### config.mk
export PLATFORM = sky130hd
export DESIGN_NAME = ascf_front
export DESIGN_NICKNAME = d
export VERILOG_FILES = /design/src/sv/ascf_pkg.sv /design/src/sv/ascf_front.sv
export SDC_FILE = /design/constraint.sdc
export NUM_CORES = 1
export LEC_CHECK = 0
export BUFFER_PORTS_ARGS = -buffer_cell sky130_fd_sc_hd__buf_2
export CORE_MARGIN = 5
export CORE_UTILIZATION = 55
export CTS_CLUSTER_DIAMETER = 150
export DETAILED_ROUTE_END_ITERATION = 8
export PLACE_DENSITY = 0.75
export SYNTH_ARGS = -nofsm -noshare
export SYNTH_HDL_FRONTEND = slang
export SYNTH_SLANG_ARGS = --single-unit
export TNS_END_PERCENT = 100
### constraint.sdc
create_clock -name clk -period 12.5 [get_ports clk]
set_clock_uncertainty 0.2 [all_clocks]
set_input_delay 1.25 -clock clk [delete_from_list [all_inputs] [get_ports clk]]
set_output_delay 1.25 -clock clk [all_outputs]
set_load 0.01 [all_outputs]
### src/sv/ascf_pkg.sv
// ---------------------------------------------------------------------------
// ascf_pkg: shared types and constants for the AIS sentence field checker
// Character codes, comma positions, request and result structs, the queue
// entry that links the front and back parts, and small decode helpers.
// ---------------------------------------------------------------------------
package ascf_pkg;

  // Default sizes
  localparam int NumWidthDefault   = 8;
  localparam int QueueDepthDefault = 4;

  // Character codes
  localparam logic [7:0] CH_STAR  = 8'h2A;
  localparam logic [7:0] CH_COMMA = 8'h2C;
  localparam logic [7:0] CH_ZERO  = 8'h30;
  localparam logic [7:0] CH_NINE  = 8'h39;
  localparam logic [7:0] CH_LC_A  = 8'h61;
  localparam logic [7:0] CH_LC_F  = 8'h66;
  localparam logic [7:0] CH_UC_A  = 8'h41;
  localparam logic [7:0] CH_UC_F  = 8'h46;
  localparam logic [4:0] HEX_ALPHA_OFFSET = 5'd9;

  // Comma counts that open each field
  localparam logic [2:0] COMMA_COUNT   = 3'd1;
  localparam logic [2:0] COMMA_NUMBER  = 3'd2;
  localparam logic [2:0] COMMA_SEQ     = 3'd3;
  localparam logic [2:0] COMMA_CHANNEL = 3'd4;
  localparam logic [2:0] COMMA_PAYLOAD = 3'd5;
  localparam logic [2:0] COMMA_FILL    = 3'd6;

  // Saturation limit of the after-star counter
  localparam logic [1:0] STAR_TAIL_MAX = 2'd2;

  // Number of parsed numeric fields
  localparam int NumFields = 4;

  // Result kinds
  localparam logic KIND_PAYLOAD = 1'b0;
  localparam logic KIND_SUMMARY = 1'b1;

  typedef struct packed {
    logic [7:0] char_in;
    logic       end_of_sentence;
  } chr_t;

  typedef struct packed {
    logic       item_kind;
    logic [7:0] payload_char;
    logic       checksum_ok;
    logic       well_formed;
    logic [7:0] frag_count;
    logic [7:0] frag_number;
    logic [7:0] seq_id;
    logic [7:0] fill_bits;
    logic [7:0] channel_char;
    logic [3:0] parsed_mask;
  } res_t;

  // One queue entry: up to one payload result and one summary
  typedef struct packed {
    logic       has_payload;
    logic       has_summary;
    logic [7:0] payload_char;
    res_t       summary;
  } entry_t;

  // Hex digit decode: bit 4 is valid, bits 3:0 the value
  function automatic logic [4:0] hex_decode(input logic [7:0] c);
    logic [4:0] r;
    r = '0;
    if (c >= CH_ZERO && c <= CH_NINE) begin
      r = {1'b1, c[3:0]};
    end else if ((c >= CH_LC_A && c <= CH_LC_F) || (c >= CH_UC_A && c <= CH_UC_F)) begin
      r = {1'b1, 4'(5'(c[3:0]) + HEX_ALPHA_OFFSET)};
    end
    return r;
  endfunction

  // Comma count that opens numeric field idx
  function automatic logic [2:0] field_comma(input logic [1:0] idx);
    logic [2:0] r;
    case (idx)
      2'd0:    r = COMMA_COUNT;
      2'd1:    r = COMMA_NUMBER;
      2'd2:    r = COMMA_SEQ;
      default: r = COMMA_FILL;
    endcase
    return r;
  endfunction

endpackage

### src/sv/ascf_front.sv
// ---------------------------------------------------------------------------
// ascf_front: character classifier and running sentence state
// Tracks checksum, comma count and numeric fields for each accepted
// character and forms the queue entry (payload and/or summary) it causes.
// ---------------------------------------------------------------------------
module ascf_front #(
  parameter int NUM_WIDTH = ascf_pkg::NumWidthDefault
) (
  input  logic            clk,
  input  logic            rst,
  input  logic            take,
  input  ascf_pkg::chr_t  chr,
  output logic            produce,
  output ascf_pkg::entry_t entry
);

  localparam int AW = NUM_WIDTH + 4;

  // Running state
  logic                 at_first_char;
  logic [7:0]           xor_sum;
  logic                 star_seen;
  logic [1:0]           chars_after_star;
  logic [7:0]           hex_value;
  logic [1:0]           hex_digit_flags;
  logic [2:0]           comma_count;
  logic [NUM_WIDTH-1:0] acc [ascf_pkg::NumFields];
  logic [3:0]           fdigit;
  logic [3:0]           flead;
  logic [3:0]           fover;
  logic [7:0]           channel_first;
  logic                 channel_open;

  logic                 at_first_char_next;
  logic [7:0]           xor_sum_next;
  logic                 star_seen_next;
  logic [1:0]           chars_after_star_next;
  logic [7:0]           hex_value_next;
  logic [1:0]           hex_digit_flags_next;
  logic [2:0]           comma_count_next;
  logic [NUM_WIDTH-1:0] acc_next [ascf_pkg::NumFields];
  logic [3:0]           fdigit_next;
  logic [3:0]           flead_next;
  logic [3:0]           fover_next;
  logic [7:0]           channel_first_next;
  logic                 channel_open_next;

  logic [7:0] c;
  logic       is_comma;
  logic       is_digit;
  logic [4:0] hex;

  assign c        = chr.char_in;
  assign is_comma = (c == ascf_pkg::CH_COMMA);
  assign is_digit = (c >= ascf_pkg::CH_ZERO) && (c <= ascf_pkg::CH_NINE);
  assign hex      = ascf_pkg::hex_decode(c);

  // Update checksum state
  always_comb begin
    at_first_char_next    = 1'b0;
    xor_sum_next          = xor_sum;
    star_seen_next        = star_seen;
    chars_after_star_next = chars_after_star;
    hex_value_next        = hex_value;
    hex_digit_flags_next  = hex_digit_flags;
    if (star_seen) begin
      if (chars_after_star == 2'd0) begin
        if (hex[4]) begin
          hex_digit_flags_next[0] = 1'b1;
          hex_value_next          = {4'h0, hex[3:0]};
        end
      end else if (chars_after_star == 2'd1) begin
        if (hex_digit_flags[0] && hex[4]) begin
          hex_digit_flags_next[1] = 1'b1;
          hex_value_next          = {hex_value[3:0], hex[3:0]};
        end
      end
      if (chars_after_star < ascf_pkg::STAR_TAIL_MAX) begin
        chars_after_star_next = chars_after_star + 2'd1;
      end
    end else if (c == ascf_pkg::CH_STAR) begin
      star_seen_next = 1'b1;
    end else if (!at_first_char) begin
      xor_sum_next = xor_sum ^ c;
    end
  end

  // Update comma count, numeric fields and channel
  always_comb begin
    logic [AW-1:0] ext;
    logic [AW-1:0] prod;
    logic [2:0]    code;
    comma_count_next   = comma_count;
    acc_next           = acc;
    fdigit_next        = fdigit;
    flead_next         = flead;
    fover_next         = fover;
    channel_first_next = channel_first;
    channel_open_next  = channel_open;
    ext                = '0;
    prod               = '0;
    code               = '0;

    if (is_comma && comma_count < ascf_pkg::COMMA_FILL) begin
      comma_count_next = comma_count + 3'd1;
      if (comma_count_next == ascf_pkg::COMMA_CHANNEL) begin
        channel_open_next = 1'b1;
      end
    end

    for (int i = 0; i < ascf_pkg::NumFields; i++) begin
      code = ascf_pkg::field_comma(2'(i));
      ext  = AW'(acc[i]);
      prod = (ext << 3) + (ext << 1) + AW'(c[3:0]);
      if (is_comma) begin
        if (comma_count < ascf_pkg::COMMA_FILL && comma_count_next == code) begin
          // Open the field
          acc_next[i]    = '0;
          fdigit_next[i] = 1'b0;
          flead_next[i]  = 1'b1;
          fover_next[i]  = 1'b0;
        end else if (comma_count == code) begin
          flead_next[i] = 1'b0;
        end
      end else if (comma_count == code && flead[i]) begin
        if (is_digit) begin
          fdigit_next[i] = 1'b1;
          if (!fover[i]) begin
            if (prod[AW-1:NUM_WIDTH] != '0) begin
              fover_next[i] = 1'b1;
            end else begin
              acc_next[i] = prod[NUM_WIDTH-1:0];
            end
          end
        end else begin
          flead_next[i] = 1'b0;
        end
      end
    end

    if (!is_comma && comma_count == ascf_pkg::COMMA_CHANNEL && channel_open) begin
      channel_first_next = c;
      channel_open_next  = 1'b0;
    end
  end

  // Form the queue entry
  always_comb begin
    logic [AW-1:0] ext;
    logic [7:0]    val [ascf_pkg::NumFields];
    logic [3:0]    ok;
    logic          wf;
    ext = '0;
    ok  = '0;
    wf  = (comma_count_next == ascf_pkg::COMMA_FILL);
    for (int i = 0; i < ascf_pkg::NumFields; i++) begin
      ext    = AW'(acc_next[i]);
      ok[i]  = wf && fdigit_next[i] && !fover_next[i];
      val[i] = ok[i] ? ext[7:0] : 8'h00;
    end

    entry               = '0;
    entry.has_payload   = !is_comma && (comma_count == ascf_pkg::COMMA_PAYLOAD);
    entry.has_summary   = chr.end_of_sentence;
    entry.payload_char  = c;
    entry.summary.item_kind   = ascf_pkg::KIND_SUMMARY;
    entry.summary.checksum_ok = star_seen_next
                                && (chars_after_star_next >= ascf_pkg::STAR_TAIL_MAX)
                                && hex_digit_flags_next[0]
                                && (xor_sum_next == hex_value_next);
    entry.summary.well_formed  = wf;
    entry.summary.frag_count   = val[0];
    entry.summary.frag_number  = val[1];
    entry.summary.seq_id       = val[2];
    entry.summary.fill_bits    = val[3];
    entry.summary.channel_char = wf ? channel_first_next : 8'h00;
    entry.summary.parsed_mask  = ok;
    produce = entry.has_payload || entry.has_summary;
  end

  // Advance state; return to reset values after the last character
  always_ff @(posedge clk) begin
    if (rst || (take && chr.end_of_sentence)) begin
      at_first_char    <= 1'b1;
      xor_sum          <= '0;
      star_seen        <= 1'b0;
      chars_after_star <= '0;
      hex_value        <= '0;
      hex_digit_flags  <= '0;
      comma_count      <= '0;
      for (int i = 0; i < ascf_pkg::NumFields; i++) begin
        acc[i] <= '0;
      end
      fdigit           <= '0;
      flead            <= '0;
      fover            <= '0;
      channel_first    <= '0;
      channel_open     <= 1'b0;
    end else if (take) begin
      at_first_char    <= at_first_char_next;
      xor_sum          <= xor_sum_next;
      star_seen        <= star_seen_next;
      chars_after_star <= chars_after_star_next;
      hex_value        <= hex_value_next;
      hex_digit_flags  <= hex_digit_flags_next;
      comma_count      <= comma_count_next;
      acc              <= acc_next;
      fdigit           <= fdigit_next;
      flead            <= flead_next;
      fover            <= fover_next;
      channel_first    <= channel_first_next;
      channel_open     <= channel_open_next;
    end
  end

endmodule

==> results.txt <==
clock sink count: 77
All-Layer GR Usage: 24.6%
starting density of the core: 56.8%
Yosys reg bits: 77
Arr. time, crit path: 5.16 ns
Synth top cells by count: nor2_1, dfxtp_1, ha_1
Worst Hold Class: reg2reg
fillers: 954
area of the mapped netlist: 6210 sq um
top cell type's share of synthesized area: 24.8%
Clk network pwr share: 50.4%
antenna violations before repair: 0
Slew Viols, Final: 0
number of global-route vias before repair: 5561
most frequent cell after synthesis: nor2_1
Switch Pwr: 142 uW
reg-to-reg critical path endpoint: acc[19]$_SDFFE_PP0P_
largest net degree at the start of global routing: 64
diode count: 0
CP max stage cell: a211oi_2
r2r setup slk: 8.37 ns
Final nets: 905
Req. time, crit path: 11.05 ns
Area Overhead vs Synth: 10.0%
final period utilization: 52.9%
post-layout min period: 6.61 ns
Buf/Inv on CP: 4
Pleak: 0.00311 uW
IO buf count: 68
TritonCTS Buffers: 9
r2r startpoint: acc[18]$_SDFFE_PP0P_
via count: 5803
CP delay by family, top: compound AO/OA/AOI/OAI gates
core region area: 10900 sq um
Worst Setup Start Kind: primary input
worst-skew pair later-pin latency: 0.35 ns
Net Sw Frac: 23.4%
# DRC: 0
WHS: 0.260 ns
final hold viol count: 0
CP startpoint: chr[4]
Worst IR Drop VDD: 57.6 uV
DRT iter0 DRCs: 422
DP Wirelength: 11600 um
vias per cell: 6.06
Syn. warnings: 0
critical path depth: 13
endpoints failing setup: 0
io pins: 78
Syn Inst Count: 777
Rel. slew slack: 38.5%
CP endpoint: entry[32]
area leader, netlist: dfxtp_1
Async SR Flop Fraction: 0%
Int Pwr: 463 uW
measured slew at the worst slew-check pin: 0.921 ns
maximum clock path buffer count: 2
worst stage delay on the critical path: 0.79 ns
# rows: 38
Place WS: 5.93 ns
Placed Cells: 941
# resized after CTS: 0
die span in x: 116 um
Unique masters post-synth: 69
Post-synth EDFFs: 0
share of layout cells above drive strength 1: 14.3%
Clock transition at path regs: 0.06 ns
synthesized area per cell: 8.00 sq um
CP cell instances: buf_2 > inv_1 > fa_1 > inv_1 > fa_1 > a21oi_1 > nor3_1 > or2_2 > a211oi_2 > nor2_1 > a22oi_1 > nor2_1 > buf_2
first-pass GRT wire length: 26900 um
final wirelength: 16200 um
placer congestion estimate: 0.939
post-synthesis sequential area ratio: 24.8%
fin cells: 957
GR Overflow Total: 0
Storage cell area: 1540 sq um
final setup TNS: 0 ns
endpoint class of the critical path: primary output
CTS Hold Buffers Added: 0
root buffer cell: clkbuf_16
combinational power share: 8.4%
RSZ-0062 raised after global routing: false
Power Density: 88.4 nW/um^2
leading register cell type out of synthesis: dfxtp_1
die area: 13500 sq um
Die Span Y: 116 um
total of max-cap violations: 0
crit-path max FO: 20
final core occ: 62.5%
Flop pwr share: 41.2%
Crit Path Category: in2out
Final WS setup: 5.89 ns
TritonCTS clock tree: built
postcts setup bufs: 0
dominant cells by area after synthesis: dfxtp_1, ha_1, nor2_1
FMAX: 0.151 GHz
H-tree depth: 3
Worst Reg-to-Reg Cells: 11
Routed WL per cell: 17.0 um
outcome: finished, final reports clean
final antenna-violating net count: 0
DRT Pass-1 Iters: 5
multi-input logic area: 4250 sq um
## worst min path at each step
| stage | start | endpoint | slack [ns] | cells past startpoint |
|---|---|---|---|---|
| 6_report | flead[2]$_SDFFE_PP0P_ | flead[2]$_SDFFE_PP0P_ | 0.26 | 2 |
| 5_1_grt | flead[2]$_SDFFE_PP0P_ | flead[2]$_SDFFE_PP0P_ | 0.28 | 2 |
| 4_1_cts | flead[2]$_SDFFE_PP0P_ | flead[2]$_SDFFE_PP0P_ | 0.26 | 2 |
| 3_5_place_dp | flead[2]$_SDFFE_PP0P_ | flead[2]$_SDFFE_PP0P_ | 0.25 | 2 |
| 3_3_place_gp | flead[2]$_SDFFE_PP0P_ | flead[2]$_SDFFE_PP0P_ | 0.24 | 2 |
| 2_1_floorplan | flead[2]$_SDFFE_PP0P_ | flead[2]$_SDFFE_PP0P_ | 0.23 | 2 |
## layer usage
| metal | up-vias | wire, um | track usage, % |
|---|---|---|---|
| met5 | - | 0 | 0 |
| met4 | 0 | 378 | 9.98 |
| met3 | 33 | 1060 | 3.99 |
| met2 | 211 | 7410 | 40.0 |
| met1 | 2739 | 7390 | 32.6 |
| li1 | 2820 | - | - |
## layout by cell type (no fill, tap or decap), drive strengths merged, types with 10 or more instances in the layout
cell type  instances
buf               72
mux2i             15
a21o              11
inv               43
dfxtp             77
xnor2             19
nand2             71
nor2             100
a21oi             58
xor2              19
ha                73
a22oi             20
a32oi             15
nand4             10
o21ai             25
clkbuf            12
nand3             47
## registers in the layout, indices dropped and copies added, names as in the netlist
| signal | count |
|---|---|
| hex_digit_flags | 1 |
| at_first_char | 1 |
| comma_count | 3 |
| channel_first | 8 |
| fover | 4 |
| flead | 4 |
| acc | 32 |
| hex_value | 8 |
| fdigit | 4 |
| star_seen | 1 |
| channel_open | 1 |
| xor_sum | 8 |
| chars_after_star | 2 |
## power by group through the flow
stage          sequential [uW]  clock [uW]  combinational, uW
5_1_grt                    249         320               55.8
3_3_place_gp               254           0               48.6
2_1_floorplan              254           0               38.3
6_report                   249         305               50.8
3_5_place_dp               254           0               49.9
4_1_cts                    249         308               50.3
## worst min-delay path: cells and delay by family, from the launching register on
family | cells | cell delay [ns]
compound gates | 1 | 0.06
flops | 1 | 0.31
simple gates | 1 | 0.05
## logic make-up after synthesis
group | share of synthesized area, %
xor+xnor | 5.36
buf+inv | 7.33
compound gates | 20.4
other cells | 0.121
fa+ha+maj | 17.3
flops | 24.8
mux | 3.32
simple gates | 21.4
## final cells by class
cell class / instances / share of cell area [%]
Tap cell: 140 / 2.56
Clock inverter: 4 / 1.39
Multi-Input combinational cell: 609 / 62.1
Inverter: 43 / 2.36
Sequential cell: 77 / 22.5
Timing Repair Buffer: 72 / 5.42
Clock buffer: 12 / 3.61
## stage by stage
stage	total power (uW)	cell area, sq um
6_report	604	6840
4_1_cts	607	6840
2_1_floorplan	292	6240
3_3_place_gp	303	6490
3_5_place_dp	304	6490
5_1_grt	625	6840
Power figures use the tool's default switching activity.
